[src/sv/trz_pkg.sv]
// Package for the triangle rasterizer with depth buffer.
// Item codes, command/status structs and fixed field widths. No dependencies.
`default_nettype none
package trz_pkg;

  localparam int FRAC_BITS  = 4;
  localparam int DEPTH_BITS = 16;
  localparam int COORD_W    = 12;
  localparam int COLOR_W    = 24;
  localparam int CFG_W      = 9;
  localparam int PIX_W      = 8;
  localparam int DEF_MAX_WIDTH  = 256;
  localparam int DEF_MAX_HEIGHT = 256;

  typedef enum logic [1:0] {
    FUNC_LOAD  = 2'd0,
    FUNC_STEP  = 2'd1,
    FUNC_CLEAR = 2'd2,
    FUNC_NONE  = 2'd3
  } func_t;

  typedef enum logic [1:0] {
    CFG_WIDTH  = 2'd0,
    CFG_HEIGHT = 2'd1,
    CFG_RSV2   = 2'd2,
    CFG_RSV3   = 2'd3
  } cfg_idx_t;

  typedef enum logic [3:0] {
    ST_CLEAR,
    ST_IDLE,
    ST_SETUP,
    ST_EMUL,
    ST_ESUB,
    ST_WMUL,
    ST_NUMSUM,
    ST_DIV,
    ST_DCMP,
    ST_EMIT
  } state_t;

  typedef struct packed {
    logic accept;
    logic setup;
    logic edge_mul;
    logic edge_sub;
    logic wmul;
    logic numsum;
    logic div_step;
    logic dcmp;
    logic emit;
    logic clr_step;
  } cmd_t;

  typedef struct packed {
    func_t item_func;
    logic  active;
    logic  in_tri;
    logic  div_last;
    logic  clr_last;
    logic  out_busy;
  } stat_t;

endpackage
`default_nettype wire

[src/sv/trz_ctrl.sv]
// Controller state machine of the rasterizer.
// Uses trz_pkg; drives commands to trz_dp and reads its status.
`default_nettype none
module trz_ctrl
  import trz_pkg::*;
(
  input  wire logic  clk,
  input  wire logic  rst_n,
  input  wire logic  in_valid,
  input  wire logic  [1:0] in_func,
  output logic       in_stall,
  input  wire stat_t stat,
  output cmd_t       cmd
);
  state_t state_r, state_nxt;

  always_ff @(posedge clk) begin
    if (!rst_n) begin
      state_r <= ST_CLEAR;
    end else begin
      state_r <= state_nxt;
    end
  end

  always_comb begin
    state_nxt = state_r;
    cmd       = '0;
    in_stall  = (state_r != ST_IDLE);
    unique case (state_r)
      ST_CLEAR: begin
        cmd.clr_step = 1'b1;
        if (stat.clr_last) state_nxt = ST_IDLE;
      end
      ST_IDLE: begin
        if (in_valid) begin
          cmd.accept = 1'b1;
          priority if (func_t'(in_func) == FUNC_LOAD) state_nxt = ST_SETUP;
          else if (func_t'(in_func) == FUNC_STEP && stat.active) state_nxt = ST_EMUL;
          else state_nxt = ST_EMIT;
        end
      end
      ST_SETUP: begin
        cmd.setup = 1'b1;
        state_nxt = ST_EMIT;
      end
      ST_EMUL: begin
        cmd.edge_mul = 1'b1;
        state_nxt = ST_ESUB;
      end
      ST_ESUB: begin
        cmd.edge_sub = 1'b1;
        state_nxt = ST_WMUL;
      end
      ST_WMUL: begin
        cmd.wmul = 1'b1;
        state_nxt = stat.in_tri ? ST_NUMSUM : ST_EMIT;
      end
      ST_NUMSUM: begin
        cmd.numsum = 1'b1;
        state_nxt = ST_DIV;
      end
      ST_DIV: begin
        cmd.div_step = 1'b1;
        if (stat.div_last) state_nxt = ST_DCMP;
      end
      ST_DCMP: begin
        cmd.dcmp = 1'b1;
        state_nxt = ST_EMIT;
      end
      ST_EMIT: begin
        if (!stat.out_busy) begin
          cmd.emit = 1'b1;
          state_nxt = (stat.item_func == FUNC_CLEAR) ? ST_CLEAR : ST_IDLE;
        end
      end
      default: state_nxt = ST_IDLE;
    endcase
  end
endmodule
`default_nettype wire

[config.mk]
export PLATFORM = sky130hd
export DESIGN_NAME = trz_ctrl
export DESIGN_NICKNAME = d
export VERILOG_FILES = /design/src/sv/trz_pkg.sv /design/src/sv/trz_ctrl.sv
export SDC_FILE = /design/constraint.sdc
export NUM_CORES = 1
export LEC_CHECK = 0
export BUFFER_PORTS_ARGS = -buffer_cell sky130_fd_sc_hd__clkbuf_2
export CORE_AREA = 2 2 39 41
export CTS_BUF_LIST = sky130_fd_sc_hd__clkbuf_8
export DETAILED_ROUTE_END_ITERATION = 10
export DIE_AREA = 0 0 41 43
export PLACE_DENSITY = 0.6
export SLEW_MARGIN = 40
export SYNTH_ARGS = -nofsm -noshare
export SYNTH_HDL_FRONTEND = slang
export SYNTH_SLANG_ARGS = --single-unit
export TNS_END_PERCENT = 5
[constraint.sdc]
create_clock -name clk -period 2.5 [get_ports clk]
set_clock_uncertainty 0.2 [all_clocks]
set_input_delay 0.5 -clock clk [delete_from_list [all_inputs] [get_ports clk]]
set_output_delay 0.5 -clock clk [all_outputs]
set_load 0.03 [all_outputs]
==> Word level (Yosys, flattened, before mapping) <==
Cells that the tools add are included.
{ "word_totals": {"register_bits": 4, "input_bits": 12, "out_inout_bits": 11, "elab_cells": 43} }
{ "classes": {"n_eq_ne": 16, "n_mux": 21, "reduce_logical": 5} }
{ "op_table": {"columns": ["operator", "n"], "rows": [
  ["$pmux 4 s9", 1],
  ["$mux 4", 7],
  ["$eq 4x3->1 const B", 4],
  ["$mux 1", 13],
  ["$eq 4x2->1 const B", 2],
  ["$eq 4x4->1 const B", 2],
  ["$ne 2x2->1 const B", 4],
  ["$eq 4x1->1 const B", 1],
  ["$logic_not 4->1", 1],
  ["$ne 4x1->1 const B", 1],
  ["$reduce_and 4->1", 1],
  ["$eq 2x1->1 const B", 1],
  ["$eq 2x2->1 const B", 1],
  ["$logic_not 2->1", 1],
  ["$reduce_or 2->1", 1],
  ["$logic_and 1x1->1", 1]
]} }

==> Depth between registers and ports, before layout <==
Gate-level depths: netlist (run 1).
{ "depth": {"ltp_word": 6, "ltp_mapped": 5, "depth_no_buf": 4} }

==> Worst setup path before layout (run 1) <==
Ideal clock, no wire load.
{ "synth_path": {"path_type": "register to output", "startpoint": "register state_r[1]", "endpoint": "output port cmd[1] (netlist bit)", "arrival_ns": 1.475, "required_time_ns": 1.800, "setup_slack_ns": 0.325, "path_stages_with_launch": 5, "n_path_buf": 1, "path_cell_list": "dfxtp_1 > buf_6 > nor2_1 > nand2_1 > nor3b_1"} }
{ "synth_lines": {"columns": ["item", "line_no", "text"], "rows": [
  ["from (decl)", "trz_ctrl.sv:15", "state_t state_r, state_nxt;"],
  ["from (signal assigned)", "trz_ctrl.sv:21", "state_r <= state_nxt;"],
  ["to (decl)", "trz_ctrl.sv:13", "output cmd_t cmd"]
]} }

==> impl_summary.txt, run 1 <==
----------------------------------------------------
[Logic synthesis]
  Yosys warning count ... 0
  Post-synthesis share of cell area spent on and, or, nand and nor gates ... 42.9%
  Sequential-to-total area share from yosys stat ... 17.8%
  Cell area after synthesis ... 449 µm²
  Most area-consuming cells after synthesis ... dfxtp_1 (18%), nand2_1 (6.7%), nor2_1 (5.8%), buf_6 (5.0%), inv_1 (4.2%)
  Dominant cell by count in the synthesized netlist ... nand2_1
  Portion of synthesized cell area occupied by the leading cell type ... 17.8%
  Unique cell type count in the Yosys netlist ... 32
  Synthesized-area fraction occupied by ao, oa, aoi and oai cells ... 25.3%
  Arithmetic-cell share of the synthesized area counting full adders, half adders and majority gates ... 0%
  Proportion of register bits with asynchronous set or reset after synthesis ... 0%
  Number of instances in the synthesized netlist ... 62
  Xor/xnor cell area share of the yosys netlist ... 0%
  Synthesized netlist net count ... 74
  Post-synth top area cell ... dfxtp_1
  List of most frequent post-synthesis cells ... nand2_1 (8), nor2_1 (7), inv_1 (5)
  Number of enable flip-flop cells after synthesis ... 0
  Combinational family with the most area after synthesis ... simple AND/OR/NAND/NOR gates
  Most frequently used flop master after synthesis ... dfxtp_1
  Average cell area after synthesis ... 7.24 µm²
  Synthesis-stage register bit count ... 4
  Multiplexer fraction of the synthesized cell area ... 0%

[Worst setup path]
  Critical path launch point type ... flip-flop
  End point of the critical path ... cmd[2]
  Endpoint required time on the critical path ... 1.80 ns
  Reg2Reg Setup Slack ... 0.52 ns
  Max FO, Critical Path ... 16
  R2r startpoint ... state_r[2]
  Capture point of the worst reg-to-reg path ... state_r[3]
  Category of the most critical setup path ... flip-flop to output pin
  Worst endpoint data arrival time ... 1.53 ns
  Startpoint of the most critical setup path ... state_r[3]
  Worst setup EP type ... output pin
  FF-to-FF path depth ... 4

[Status]
  Run status ... finished clean

[Detailed routing]
  Antenna-violating nets left ... 0
  Detailed Routing Iterations Pass 1 ... 4
  1st-iter DRT viols ... 9
  Routed WL per cell ... 10.8 µm
  Routed WL ... 1.07 mm
  Post-DR vias/cell ... 5.15
  Vias after detailed routing ... 510
  Post-detailed-route DRC marker count ... 0

[STA]
  Tmin final ... 2.23 ns
  Hold Fails Final Rpt ... 0
  Final TNS setup ... 0 ns
  Finish-stage setup viols ... 0
  Tightest Pin Transition ... 0.479 ns
  Worst-case headroom to the max-slew limit ... 68.0%
  Final critical-path share of the clock period ... 89.3%
  Setup repair after global routing missed its margin ... false
  Peak Freq ... 448 MHz
  Count of final max-slew check failures ... 0
  Worst-case setup margin in the final layout ... 0.268 ns

[Floorplan]
  Number of top-level pins ... 23
  CORE AREA ... 0.00138 mm²
  Num rows ... 14
  Die width ... 41 µm
  Starting Density ... 32.5%
  Die area ... 0.00176 mm²
  DIE HEIGHT ... 43 µm

[Placed design]
  Input/output buffers ... 22
  Routability congestion estimate from global placement ... 0.815
  Placed cells ... 96
  Detail Placement HPWL ... 854 µm
  Worst setup slack before clock tree synthesis ... 0.468 ns

[Clock tree]
  Clock slew at reported path FFs ... 0.03 ns
  CTS tree ... done
  Post-CTS Repair Setup Buffers ... 0
  CTS Hold Buffers Added ... 0
  Max H-tree Level ... 1
  Sink count of the clock tree ... 4
  Clock Latency Late Sink ... 0.21 ns
  CTS-repair resized insts ... 0
  Maximum root-to-sink buffer count ... 2
  TritonCTS Buffers ... 3
  Root cell of the clock tree ... clkbuf_8

[Cells and area]
  Registers with the highest flip-flop counts ... state_r: 4 flops
  Flip-flop count of the largest register after layout ... 4
  Fraction of layout instances using a drive strength above 1 ... 36.1%
  Number of standard cells in the layout, taps in and fillers out ... 99
  Area delta synth->final ... 28.4%
  Biggest register ... state_r
  Number of antenna cells inserted ... 0
  Final-stage net count ... 97
  Final standard cell utilization of the core ... 41.7%

[GRT]
  Via count of the first global-routing pass ... 420
  Wire length of the first global-routing pass ... 1.74 mm
  Overall fraction of global-route tracks in use ... 13.7%
  GRT Residual Overflow ... 0
  Antenna violations before repair ... 0
  Pin count of the biggest net entering global routing ... 18

[Power]
  Power Density ... 451 mW/mm²
  Max IR drop VDD ... 0.229 mV
  Leakage power figure ... 0.272 nW

[Hold path]
  Hold/Removal Path Class ... input port to flip-flop

[Run]
  Number of max-cap violations ... 0

----------------------------------------------------
report_power, final:
group	total, W	switching, W	internal, W
Combinational	0.0000560	0.0000310	0.0000249
Sequential	0.0000745	0.00000798	0.0000665
Clock	0.000130	0.0000276	0.000102
per-stage QoR:
step / hold slack, ns / cell area, µm² / power (W)
finish: 0.345 / 577 / 0.000260
CTS: 0.342 / 577 / 0.000264
detailed placement: 0.461 / 536 / 0.000132
global placement: 0.463 / 536 / 0.000131
floorplan: 0.395 / 449 / 0.000114
global route: 0.361 / 577 / 0.000275
worst max-delay path, stage by stage (launching register included):
cell	delay (ns)
dfxtp_1	0.57
or4b_1	0.50
inv_1	0.07
clkbuf_2	0.19
final cells by class:
type                            instances  area, µm²
Inverter                                5       18.8
Fill cell                             146        807
Tap cell                               16       20.0
Multi-Input combinational cell         49        307
Clock buffer                            3       41.3
Sequential cell                         4       80.1
Timing Repair Buffer                   22        110
cells by family (layout without fill, tap and decap cells):
logic type | count (synthesis) | count (layout)
AND/OR/NAND/NOR | 34 | 34
AO/OA/AOI/OAI | 15 | 15
buffers and inverters | 9 | 30
flip-flops | 4 | 4
cell usage in the layout, fill, tap and decap left out, drive strengths merged, types with 2 or more instances in the layout:
cell type / n
a21oi: 2
dfxtp: 4
or2b: 3
inv: 5
nor2: 7
and2b: 2
clkbuf: 25
nor3b: 2
or4b: 2
nor3: 3
nand3: 3
nand2: 8
o21ai: 3
metal layers:
metal  global-route usage [%]  up-vias  routed length (µm)
li1                         -      265                   -
met1                     19.6      224                 504
met2                     20.6       21                 485
met3                     2.09        0                  76
met4                     4.00        0                   0
met5                        0        -                   0
how the worst min path moves through the flow:
| stage | from | to | cells past startpoint |
|---|---|---|---|
| finish | rst_n | state_r[0] | 3 |
| global route | rst_n | state_r[0] | 3 |
| CTS | rst_n | state_r[0] | 3 |
| detailed placement | state_r[1] | state_r[2] | 2 |
| global placement | state_r[1] | state_r[2] | 2 |
| floorplan | state_r[1] | state_r[2] | 3 |
No activity file was read; power rests on OpenSTA's default activity.
==> run 2: changes to the inputs <==
Settings changed: ABC_AREA from default to 1, CTS_BUF_LIST sky130_fd_sc_hd__clkbuf_8 to sky130_fd_sc_hd__clkbuf_8 sky130_fd_sc_hd__clkbuf_16, PLACE_DENSITY 0.6 to 0.63.
==> run 2 against run 1 <==
  * Highest routed layer unchanged
  * Combinational power rose to 2.9 times the previous value
  * First-iteration DRC count down 78%
  * Total power up 47%
  * Largest cell class unchanged
==> impl_summary.txt, run 2 <==
----------------------------------------------------
[Detailed routing]
  Post-DR vias/cell ... 4.35
  Antenna-violating nets left ... 0
  Vias after detailed routing ... 535
  Routed WL ... 1.14 mm
  Post-detailed-route DRC marker count ... 0
  Routed WL per cell ... 9.24 µm
  1st-iter DRT viols ... 2
  Detailed Routing Iterations Pass 1 ... 3

[Clock tree]
  CTS tree ... done
  Root cell of the clock tree ... clkbuf_8
  CTS-repair resized insts ... 0
  Clock Latency Late Sink ... 0.21 ns
  Sink count of the clock tree ... 4
  Maximum root-to-sink buffer count ... 2
  TritonCTS Buffers ... 3
  Clock slew at reported path FFs ... 0.03 ns
  CTS Hold Buffers Added ... 0
  Max H-tree Level ... 1
  Post-CTS Repair Setup Buffers ... 0

[Floorplan]
  Die width ... 41 µm
  Starting Density ... 35.1%
  Die area ... 0.00176 mm²
  Number of top-level pins ... 23
  DIE HEIGHT ... 43 µm
  Num rows ... 14
  CORE AREA ... 0.00138 mm²

[STA]
  Worst-case headroom to the max-slew limit ... 78.7%
  Tmin final ... 2.13 ns
  Hold Fails Final Rpt ... 0
  Tightest Pin Transition ... 0.320 ns
  Final TNS setup ... 0 ns
  Setup repair after global routing missed its margin ... false
  Count of final max-slew check failures ... 0
  Finish-stage setup viols ... 0
  Peak Freq ... 470 MHz
  Final critical-path share of the clock period ... 85.2%

[Logic synthesis]
  Synthesis-stage register bit count ... 4
  Sequential-to-total area share from yosys stat ... 16.5%
  Yosys warning count ... 0
  Unique cell type count in the Yosys netlist ... 19
  Synthesized netlist net count ... 95
  Dominant cell by count in the synthesized netlist ... nand2_1
  List of most frequent post-synthesis cells ... nand2_1 (22), inv_1 (13), nor2_1 (12)
  Proportion of register bits with asynchronous set or reset after synthesis ... 0%
  Post-synth top area cell ... nand2_1
  Cell area after synthesis ... 485 µm²
  Number of instances in the synthesized netlist ... 83
  Portion of synthesized cell area occupied by the leading cell type ... 17.0%
  Number of enable flip-flop cells after synthesis ... 0
  Average cell area after synthesis ... 5.85 µm²
  Most area-consuming cells after synthesis ... nand2_1 (17%), dfxtp_1 (16%), inv_1 (10%), nor2_1 (9.3%), nor2_4 (9.3%)
  Most frequently used flop master after synthesis ... dfxtp_1

[Placed design]
  Input/output buffers ... 22
  Detail Placement HPWL ... 942 µm
  Area after DPL ... 604 µm²
  Routability congestion estimate from global placement ... 0.749

[Status]
  Run status ... finished clean

[Hold path]
  Hold/Removal Path Class ... input port to flip-flop

[GRT]
  Antenna violations before repair ... 0
  GRT Residual Overflow ... 0
  Pin count of the biggest net entering global routing ... 9
  Via count of the first global-routing pass ... 475
  Wire length of the first global-routing pass ... 1.79 mm
  Overall fraction of global-route tracks in use ... 14.0%

[Power]
  Power Density ... 591 mW/mm²
  Power, Total ... 0.000382 W
  Max IR drop VDD ... 0.294 mV
  Leakage power figure ... 0.396 nW

[Cells and area]
  Commonest cells after routing, fill and taps aside ... nand2_1 (22), clkbuf_2 (22), inv_1 (13), nor2_1 (12)
  Biggest register ... state_r
  Flip-flop count of the largest register after layout ... 4
  Final-stage net count ... 121
  Fraction of layout instances using a drive strength above 1 ... 43.0%
  Number of antenna cells inserted ... 0
  Registers with the highest flip-flop counts ... state_r: 4 flops
  Area delta synth->final ... 33.0%
  Summed area of non-filler cells in the final layout ... 646 µm²

[Worst setup path]
  Critical path launch point type ... flip-flop
  Worst endpoint data arrival time ... 1.43 ns
  Crit-path cells ... inv_2, nor2_4, nand2_2, nor2_1, clkbuf_2
  Max FO, Critical Path ... 8
  Endpoint required time on the critical path ... 1.80 ns
  Category of the most critical setup path ... flip-flop to output pin
  CP max stage delay ... 0.49 ns
  Worst setup EP type ... output pin
  Family with the most delay on the worst path ... flip-flops
  Cell with the biggest individual delay on the critical path ... dfxtp_1
  Number of buffers and inverters on the critical path ... 2

[Run]
  Number of max-cap violations ... 0

----------------------------------------------------
## run 2: cell families after synthesis
family | share of synthesized area (%)
AO/OA/AOI/OAI | 6.70
buffers and inverters | 15.5
flip-flops | 16.5
AND/OR/NAND/NOR | 61.3
## run 2: path summary, 6_finish.rpt
kind / start / to / slack [ns] / cells past startpoint
worst max register to register: state_r[0] / state_r[3] / 0.96 / 8
worst min register to register: state_r[3] / state_r[3] / 0.51 / 4
worst max-delay path: state_r[0] / cmd[9] / 0.37 / 5
worst min-delay path: rst_n / state_r[2] / 0.31 / 3
## run 2: worst register-to-register path: stages, from the launching register on
cell	delay (ns)
dfxtp_1	0.49
inv_2	0.09
nor2_4	0.20
nand2_2	0.10
nor2_1	0.10
nor2_1	0.04
nand2_1	0.06
nand2_1	0.06
a21oi_2	0.13
## run 2: layout make-up
type,instances,area [µm²]
inverters,17,63.8
clock buffers,3,41.3
fillers,157,738
multi-input cells,61,330
well taps,16,20.0
repair buffers,22,110
flip-flops and latches,4,80.1
## run 2: stage by stage
| step | instances | setup slack (ns) | util [%] | hold slack (ns) |
|---|---|---|---|---|
| 6_report | 123 | 0.371 | 46.7 | 0.311 |
| 5_1_grt | 123 | 0.287 | 46.7 | 0.331 |
| 4_1_cts | 123 | 0.399 | 46.7 | 0.315 |
| 3_5_place_dp | 120 | 0.625 | 43.7 | 0.506 |
| 3_3_place_gp | 120 | 0.678 | 43.7 | 0.497 |
| 2_1_floorplan | 83 | 0.549 | - | 0.398 |
## run 2: power breakdown
part           leakage (nW)  internal, W  switching [W]
registers            0.0327    0.0000712      0.0000155
logic                 0.342    0.0000517       0.000111
clock network        0.0216     0.000102      0.0000298
total                 0.396     0.000225       0.000157
## run 2: layer usage
layer	GRT usage [%]	vias up	share of wire, %	wire length, µm
met2	24.4	8	51	584
met5	0	-	0	0
li1	-	296	-	-
met4	4.00	0	0	0
met1	17.9	231	44	503
met3	0	0	4.3	49
